==> config.mk <==
export PLATFORM = sky130hd
export DESIGN_NAME = csp_basis
export DESIGN_NICKNAME = d
export VERILOG_FILES = /design/src/rtl/csp_pkg.sv /design/src/rtl/csp_basis.sv
export SDC_FILE = /design/constraint.sdc
export NUM_CORES = 2
export LEC_CHECK = 0
export BUFFER_PORTS_ARGS = -buffer_cell sky130_fd_sc_hd__buf_4
export CAP_MARGIN = 20
export CORE_ASPECT_RATIO = 1.4
export CORE_MARGIN = 10
export CORE_UTILIZATION = 45
export DETAILED_ROUTE_END_ITERATION = 7
export GPL_TIMING_DRIVEN = 0
export PLACE_DENSITY = 0.72
export SYNTH_ARGS = -nofsm -noshare
export SYNTH_HDL_FRONTEND = slang
export SYNTH_SLANG_ARGS = --single-unit
==> constraint.sdc <==
create_clock -name clk -period 14 [get_ports clk]
set_input_delay 1.4 -clock clk [delete_from_list [all_inputs] [get_ports clk]]
set_output_delay 1.4 -clock clk [all_outputs]
set_load 0.05 [all_outputs]
==> src/rtl/csp_pkg.sv <==
`default_nettype none

package csp_pkg;

	// field widths
	localparam int VAL_W   = 32;
	localparam int T_W     = 17;
	localparam int NUM_PTS = 4;

	// packed stream widths
	localparam int IN_DATA_W  = 152;
	localparam int OUT_DATA_W = 32;

	// t equal to one in Q1.16
	localparam logic [T_W-1:0] T_ONE = 17'h10000;

	// weight format: Q2.30 held in 32 bits
	localparam int WGT_W    = 32;
	localparam int WGT_FRAC = 30;

	// raw weight width at scale 2^48 plus margin for the catmull-rom sum
	localparam int RAW_W = 54;

	// rounding shifts from scale 2^48 (hermite) and 2^49 (catmull-rom)
	localparam int HERM_SHIFT = 48 - WGT_FRAC;
	localparam int CATR_SHIFT = 49 - WGT_FRAC;

	localparam logic signed [RAW_W-1:0] RAW_ONE  = 54'sd1 <<< 48;
	localparam logic signed [RAW_W-1:0] HERM_HALF = 54'sd1 <<< (HERM_SHIFT - 1);
	localparam logic signed [RAW_W-1:0] CATR_HALF = 54'sd1 <<< (CATR_SHIFT - 1);

	// accumulator widths
	localparam int PROD_W = 64;
	localparam int PAIR_W = 65;
	localparam int SUM_W  = 66;
	localparam int RND_W  = SUM_W - WGT_FRAC;

	localparam logic signed [SUM_W-1:0] SUM_HALF = 66'sd1 <<< (WGT_FRAC - 1);

	localparam logic signed [VAL_W-1:0] VAL_MAX = 32'sh7fff_ffff;
	localparam logic signed [VAL_W-1:0] VAL_MIN = 32'sh8000_0000;

	typedef enum logic {
		MODE_HERMITE = 1'b0,
		MODE_CATMULL = 1'b1
	} mode_t;

	typedef logic [NUM_PTS-1:0][VAL_W-1:0] quad_t;

	// word handed from the weight pipe to the multiply-accumulate pipe
	typedef struct packed {
		quad_t wgt;
		quad_t vals;
	} wt_word_t;

endpackage

`default_nettype wire

==> src/rtl/csp_basis.sv <==
`default_nettype none

module csp_basis (
	input  wire logic               clk,
	input  wire logic               arst_n,
	input  wire logic               in_valid,
	output logic                    in_ready,
	input  wire csp_pkg::mode_t     in_mode,
	input  wire csp_pkg::quad_t     in_vals,
	input  wire logic [csp_pkg::T_W-1:0] in_t,
	output logic                    out_valid,
	input  wire logic               out_ready,
	output csp_pkg::wt_word_t       out_word
);

	logic vld_s1, vld_s2, vld_s3, vld_s4;
	logic rdy_s1, rdy_s2, rdy_s3, rdy_s4;

	csp_pkg::mode_t mode_s1, mode_s2, mode_s3;
	csp_pkg::quad_t vals_s1, vals_s2, vals_s3;
	logic [csp_pkg::T_W-1:0] tc_s1, tc_s2, tc_s3;
	logic [32:0] t2_s2, t2_s3;
	logic [48:0] t3_s3;
	csp_pkg::wt_word_t word_s4;

	logic [csp_pkg::T_W-1:0] t_clamp;
	logic [33:0] t2_full;
	logic [49:0] t3_full;

	logic signed [csp_pkg::RAW_W-1:0] a, b, c;
	logic signed [csp_pkg::RAW_W-1:0] h0, h1, h2, h3;
	logic signed [csp_pkg::RAW_W-1:0] r0, r1, r2, r3;
	logic signed [csp_pkg::RAW_W-1:0] sh0, sh1, sh2, sh3;
	csp_pkg::quad_t wgt;

	// stage ready chain, bubbles are filled while the output stalls
	assign rdy_s4   = !vld_s4 || out_ready;
	assign rdy_s3   = !vld_s3 || rdy_s4;
	assign rdy_s2   = !vld_s2 || rdy_s3;
	assign rdy_s1   = !vld_s1 || rdy_s2;
	assign in_ready = rdy_s1;

	// t beyond one is held at one
	assign t_clamp = (in_t > csp_pkg::T_ONE) ? csp_pkg::T_ONE : in_t;

	// t squared and t cubed
	assign t2_full = tc_s1 * tc_s1;
	assign t3_full = t2_s2 * tc_s2;

	// powers at scale 2^48
	assign a = $signed({5'b0, t3_s3});
	assign b = $signed({5'b0, t2_s3, 16'b0});
	assign c = $signed({5'b0, tc_s3, 32'b0});

	// raw weights with half an lsb folded in, per basis
	always_comb begin
		if (mode_s3 == csp_pkg::MODE_HERMITE) begin
			h0 = 2*a - 3*b + csp_pkg::RAW_ONE + csp_pkg::HERM_HALF;
			h1 = a - 2*b + c + csp_pkg::HERM_HALF;
			h2 = 3*b - 2*a + csp_pkg::HERM_HALF;
			h3 = a - b + csp_pkg::HERM_HALF;
		end else begin
			h0 = 2*b - a - c + csp_pkg::CATR_HALF;
			h1 = 3*a - 5*b + 2*csp_pkg::RAW_ONE + csp_pkg::CATR_HALF;
			h2 = 4*b - 3*a + c + csp_pkg::CATR_HALF;
			h3 = a - b + csp_pkg::CATR_HALF;
		end
		r0 = h0;
		r1 = h1;
		r2 = h2;
		r3 = h3;
	end

	// floor to q2.30
	always_comb begin
		if (mode_s3 == csp_pkg::MODE_HERMITE) begin
			sh0 = r0 >>> csp_pkg::HERM_SHIFT;
			sh1 = r1 >>> csp_pkg::HERM_SHIFT;
			sh2 = r2 >>> csp_pkg::HERM_SHIFT;
			sh3 = r3 >>> csp_pkg::HERM_SHIFT;
		end else begin
			sh0 = r0 >>> csp_pkg::CATR_SHIFT;
			sh1 = r1 >>> csp_pkg::CATR_SHIFT;
			sh2 = r2 >>> csp_pkg::CATR_SHIFT;
			sh3 = r3 >>> csp_pkg::CATR_SHIFT;
		end
		wgt[0] = sh0[csp_pkg::WGT_W-1:0];
		wgt[1] = sh1[csp_pkg::WGT_W-1:0];
		wgt[2] = sh2[csp_pkg::WGT_W-1:0];
		wgt[3] = sh3[csp_pkg::WGT_W-1:0];
	end

	// valid flags
	always_ff @(posedge clk or negedge arst_n) begin
		if (!arst_n) begin
			vld_s1 <= 1'b0;
			vld_s2 <= 1'b0;
			vld_s3 <= 1'b0;
			vld_s4 <= 1'b0;
		end else begin
			if (rdy_s1) vld_s1 <= in_valid;
			if (rdy_s2) vld_s2 <= vld_s1;
			if (rdy_s3) vld_s3 <= vld_s2;
			if (rdy_s4) vld_s4 <= vld_s3;
		end
	end

	// payload registers
	always_ff @(posedge clk) begin
		if (rdy_s1 && in_valid) begin
			mode_s1 <= in_mode;
			vals_s1 <= in_vals;
			tc_s1   <= t_clamp;
		end
		if (rdy_s2 && vld_s1) begin
			mode_s2 <= mode_s1;
			vals_s2 <= vals_s1;
			tc_s2   <= tc_s1;
			t2_s2   <= t2_full[32:0];
		end
		if (rdy_s3 && vld_s2) begin
			mode_s3 <= mode_s2;
			vals_s3 <= vals_s2;
			tc_s3   <= tc_s2;
			t2_s3   <= t2_s2;
			t3_s3   <= t3_full[48:0];
		end
		if (rdy_s4 && vld_s3) begin
			word_s4.wgt  <= wgt;
			word_s4.vals <= vals_s3;
		end
	end

	assign out_valid = vld_s4;
	assign out_word  = word_s4;

endmodule

`default_nettype wire

# Yosys cells after proc, flatten, opt, wreduce, memory -nomap -nowiden
# Index checks and enable logic that the tools add are counted.
[word_totals]
register_bits = 813
out_inout_bits = 258
[classes]
muxes = 8
multipliers = 5
addsub = 20
n_lt_le_gt_ge = 1
n_reduce_logical = 12
[ops]
columns = ["op", "count"]
rows = [
  ["$mux W51", 4],
  ["$add A51 B19 Y51 const B", 3],
  ["$add A51 B20 Y51 const B", 3],
  ["$mux W32", 4],
  ["$add A51 B50 Y51", 2],
  ["$sub A51 B50 Y51", 2],
  ["$sub A51 B51 Y51", 2],
  ["$add A50 B19 Y51 const B", 1],
  ["$add A50 B20 Y51 const B", 1],
  ["$add A51 B50 Y51 const B", 1],
  ["$add A51 B51 Y51 const B", 1],
  ["$mul A2 B49 Y51 const A", 1],
  ["$sub A49 B50 Y51", 1],
  ["$sub A50 B49 Y51", 1],
  ["$sub A50 B51 Y51", 1],
  ["$sub A49 B49 Y50", 1],
  ["$mul A33 B17 Y49", 1],
  ["$mul A2 B33 Y35 const A", 1],
  ["$mul A3 B33 Y35 const A", 1],
  ["$mul A17 B17 Y33", 1],
  ["$gt A17 B17 Y1 const B", 1],
  ["$logic_and A1 B1 Y1", 4],
  ["$logic_not A1 Y1", 4],
  ["$logic_or A1 B1 Y1", 4],
]

# Logic depth before layout (Yosys ltp)
[depth]
ltp_word = 6
depth_mapped = 30

# Worst setup path after synthesis
# Ideal clock, no wire load.
[synth_path]
kind = "input to register"
start = "input out_ready"
end = "register word_s4, in the netlist out_word[0] (enable)"
arrival_time_ns = 12.758
setup_time_ns = 0.908
path_slack_ns = 0.334
cell_stages = 2
path_cell_list = "nor2b_1 nor2b_1"
[synth_via]
elab_chain_cells = 2
[synth_rtl]
columns = ["item", "line_no", "source"]
rows = [
  ["start, declared", "csp_basis.sv:12", "input wire logic out_ready,"],
  ["$logic_or A1 B1 Y1", "csp_basis.sv:37", "assign rdy_s4 = !vld_s4 || out_ready;"],
  ["$logic_and A1 B1 Y1", "csp_basis.sv:128", "if (rdy_s4 && vld_s3) begin"],
  ["end, declared", "csp_basis.sv:24", "csp_pkg::wt_word_t word_s4;"],
]
# Every way passes these cells.
# A chain may end at the register's enable or synchronous reset.

# Worst setup path in the final report
[layout_path]
start = "register tc_s2[8] in the netlist's numbering"
end = "register t3_s3[46], data pin"
[layout_via]
elab_chain_cells = 1
[layout_rtl]
columns = ["item", "line_no", "source"]
rows = [
  ["start, declared", "csp_basis.sv:21", "logic [csp_pkg::T_W-1:0] tc_s1, tc_s2, tc_s3;"],
  ["start signal, assigned", "csp_basis.sv:118", "tc_s2 <= tc_s1;"],
  ["$mul A33 B17 Y49", "csp_basis.sv:48", "assign t3_full = t2_s2 * tc_s2;"],
  ["named net t3_full[46]", "csp_basis.sv:28", "logic [49:0] t3_full;"],
  ["end signal, assigned", "csp_basis.sv:126", "t3_s3 <= t3_full[48:0];"],
  ["end, declared", "csp_basis.sv:23", "logic [48:0] t3_s3;"],
]
# The timed path passes the listed nets, and every way through them passes these cells.

==> results_dict.tcl <==
set metrics [dict create \
    rsz0062_at_grt "no" \
    synth_mux_area_share_pct 0.2764 \
    path_buf_inv 6 \
    cp-startpoint "tc_s2[8]$_DFFE_PP_" \
    min_path_type "reg -> reg" \
    cts_tree "done" \
    grt_max_degree 69 \
    fillers 14926 \
    worstPathRequired_ps 14460 \
    grt_pass1_vias 60601 \
    finalHoldViolCount 0 \
    place_inst 10161 \
    period_share_pct 65.01 \
    coreArea_um2 168100 \
    final_cells 10313 \
    slew_headroom_pct 19.29 \
    synthToLayoutAreaGrowth_pct 12.11 \
    cts_setup_buffers 0 \
    ys.flop_type "edfxtp_1" \
    htree_levels 3 \
    cts_buffers 79 \
    synth_edf_count 804 \
    critPathKind "reg -> reg" \
    final_common_cell "inv_1" \
    place_ws_ps 5118 \
    final_max_slew_viol_count 0 \
    gp_congestion 1.010 \
    synth_top_family_by_area "adder cells" \
    hold_ws_ps 399.5 \
    yosys.area.top_type_share_pct 31.75 \
    clock-sinks 808 \
    arrival_ps 9560 \
    vias_per_cell 5.495 \
    wl_met1_um 81260 \
    first_pass_iters 5 \
    min-delay-start "vals_s3[3]$_DFFE_PP_" \
    worst_slack_ps 4898 \
    worst_path_most_repeated_cell "fa_1" \
    worstRegToRegCells 25 \
    end_kind "register" \
    crit_family "adder cells" \
    die_y_um 506.4 \
    synth_area_leader_cell "edfxtp_1" \
    grt_overflow 0 \
    finalWirelength_um 228400 \
    groute.usage.overall_pct 24.07 \
    synthArstFlopShare_pct 0.4950 \
    antenna_found_initial 5 \
    cts_buffer_depth 3 \
    fin_crit_ps 9102 \
    reg2reg_to "t3_s3[46]$_DFFE_PP_" \
    yosysUniqueCellTypes 98 \
    r2r-start "tc_s2[8]$_DFFE_PP_" \
    die-area_um2 186100 \
    portBuffers 407 \
    clock_latency_ps 710 \
    synth_simple_gate_area_share_pct 11.78 \
    synth_warnings 0 \
    r2r_slack_ps 4900 \
    fin_nets 9673 \
    cts_resized 0 \
    drc 0 \
    rows 178 \
    synthXorXnorAreaFrac_pct 4.895 \
    worstSetupPathDepth 25 \
    cp_slowest_cell "edfxtp_1" \
    netlist_instances 7471 \
    synth_compound_area_share_pct 12.39 \
    worst_slew_pin_slew_ps 1195 \
    skew_ps 37.15 \
    yosys.area_share.adder_pct 31.88 \
    postLayoutCoreUtil_pct 50.70 \
    finalSetupViolations 0 \
    syn_area_per_cell_um2 10.18 \
    critPathMaxFanout 10 \
    clk_pin_slew_worst_paths_ps 70 \
    crit_path_max_incr_delay_ps 800 \
    vias 56670 \
    synth_seq_cells 808 \
    ctsHoldBuffers 0 \
    clock-root-buffer "clkbuf_16" \
    yosysSeqAreaShare_pct 31.88 \
    die_x_um 367.4 \
    ant_nets 0 \
    yosys-top-cells-area "edfxtp_1, fa_1, ha_1" \
    start_util_pct 45.23 \
    maxCapViolCount 0 \
    avgRoutedWirePerCell_um 22.14 \
    drt_iter0_drc 3492 \
    cp-start-kind "register" \
    final_cell_mix "inv_1, ha_1, edfxtp_1, nand2_1, fa_1" \
    ios 408 \
    status "complete, no violations" \
    dr_wl_met3_um 15780 \
    grt_pass1_wl_um 346700 \
    routed.top_layer "met5" \
    synth_area_um2 76050 \
    critPathCapture "t3_s3[46]$_DFFE_PP_" \
    drive_above_1_share_pct 7.891 \
    met2_length_um 113700 \
    max_freq_mhz 109.9 \
    dp_hpwl_um 188400 \
]
==> area by class of cell <==
type / count / area [µm²] / share of cell area, %
Clock buffer: 93 / 2029 / 2.380
Clock inverter: 53 / 678.2 / 0.7954
Timing Repair Buffer: 435 / 3631 / 4.259
Buffer: 210 / 793.3 / 0.9304
Multi-Input combinational cell: 5277 / 46610 / 54.68
Tap cell: 2250 / 2815 / 3.302
Inverter: 1184 / 4444 / 5.213
Antenna cell: 3 / 7.507 / 0.008805
Sequential cell: 808 / 24240 / 28.44
==> synth_stat cells (46+ instances only) <==
master,number
a211oi_1,46
clkbuf_1,200
o21a_1,55
nor2b_1,81
xor2_1,153
ha_1,845
nand3_1,94
nand2_1,713
and2_1,282
a21o_1,264
inv_1,1184
xnor2_1,262
a31oi_1,53
o21bai_1,71
nand2b_1,70
fa_1,683
nand4_1,63
nor2_1,286
nor3_1,71
o21ai_0,261
a21oi_1,463
edfxtp_1,804
==> per-stage QoR <==
step	cell area (µm²)	setup TNS [ps]
after detailed placement	82510	0
after CTS	85220	0
after global routing	85250	0
after global placement	81950	-1134550
final	85260	0
after floorplan	76080	0
==> routing by layer <==
layer | vias to the layer above | track usage, %
met5 | - | 0
met4 | 6 | 16.24
met3 | 673 | 4.744
met2 | 2043 | 42.93
met1 | 27668 | 25.54
li1 | 26280 | -
==> worst reg2reg max path: cells and delay by family (launching register included) <==
kind | cells | cell delay (ps)
buffers and inverters | 6 | 1040
AND/OR/NAND/NOR | 5 | 1270
adder cells (fa/ha/maj) | 7 | 3450
AO/OA/AOI/OAI | 7 | 2330
flip-flops | 1 | 800
==> kinds of logic (layout without fill, tap and decap cells) <==
logic type	after synthesis	count (layout)
flops	808	808
buf+inv	1394	1975
fa+ha+maj	1528	1528
xor+xnor	420	420
other cells	2	13
simple gates	1832	1832
mux	20	20
compound gates	1467	1467
==> sequential cells by signal, summed over array words and instances, names as in the netlist <==
register / flops
mode_s3: 1
t2_s2: 31
out_valid: 1
t3_s3: 48
out_word: 256
vld_s3: 1
vals_s2: 128
mode_s2: 1
t2_s3: 31
tc_s1: 17
tc_s3: 17
vld_s1: 1
tc_s2: 17
vals_s3: 128
vals_s1: 128
mode_s1: 1
vld_s2: 1
==> worst min path at each step <==
stage	to	slack [ps]	cells past startpoint
after floorplan	mode_s2$_DFFE_PP_	400	0
after global placement	vals_s2[127]$_DFFE_PP_	400	0
after detailed placement	mode_s3$_DFFE_PP_	400	0
after CTS	out_word[3]$_DFFE_PP_	390	0
after global routing	vals_s2[85]$_DFFE_PP_	400	0
final	out_word[3]$_DFFE_PP_	400	0
Power is not shown: default switching activity piles up to over one toggle a cycle in this logic, so the estimate is an artifact.
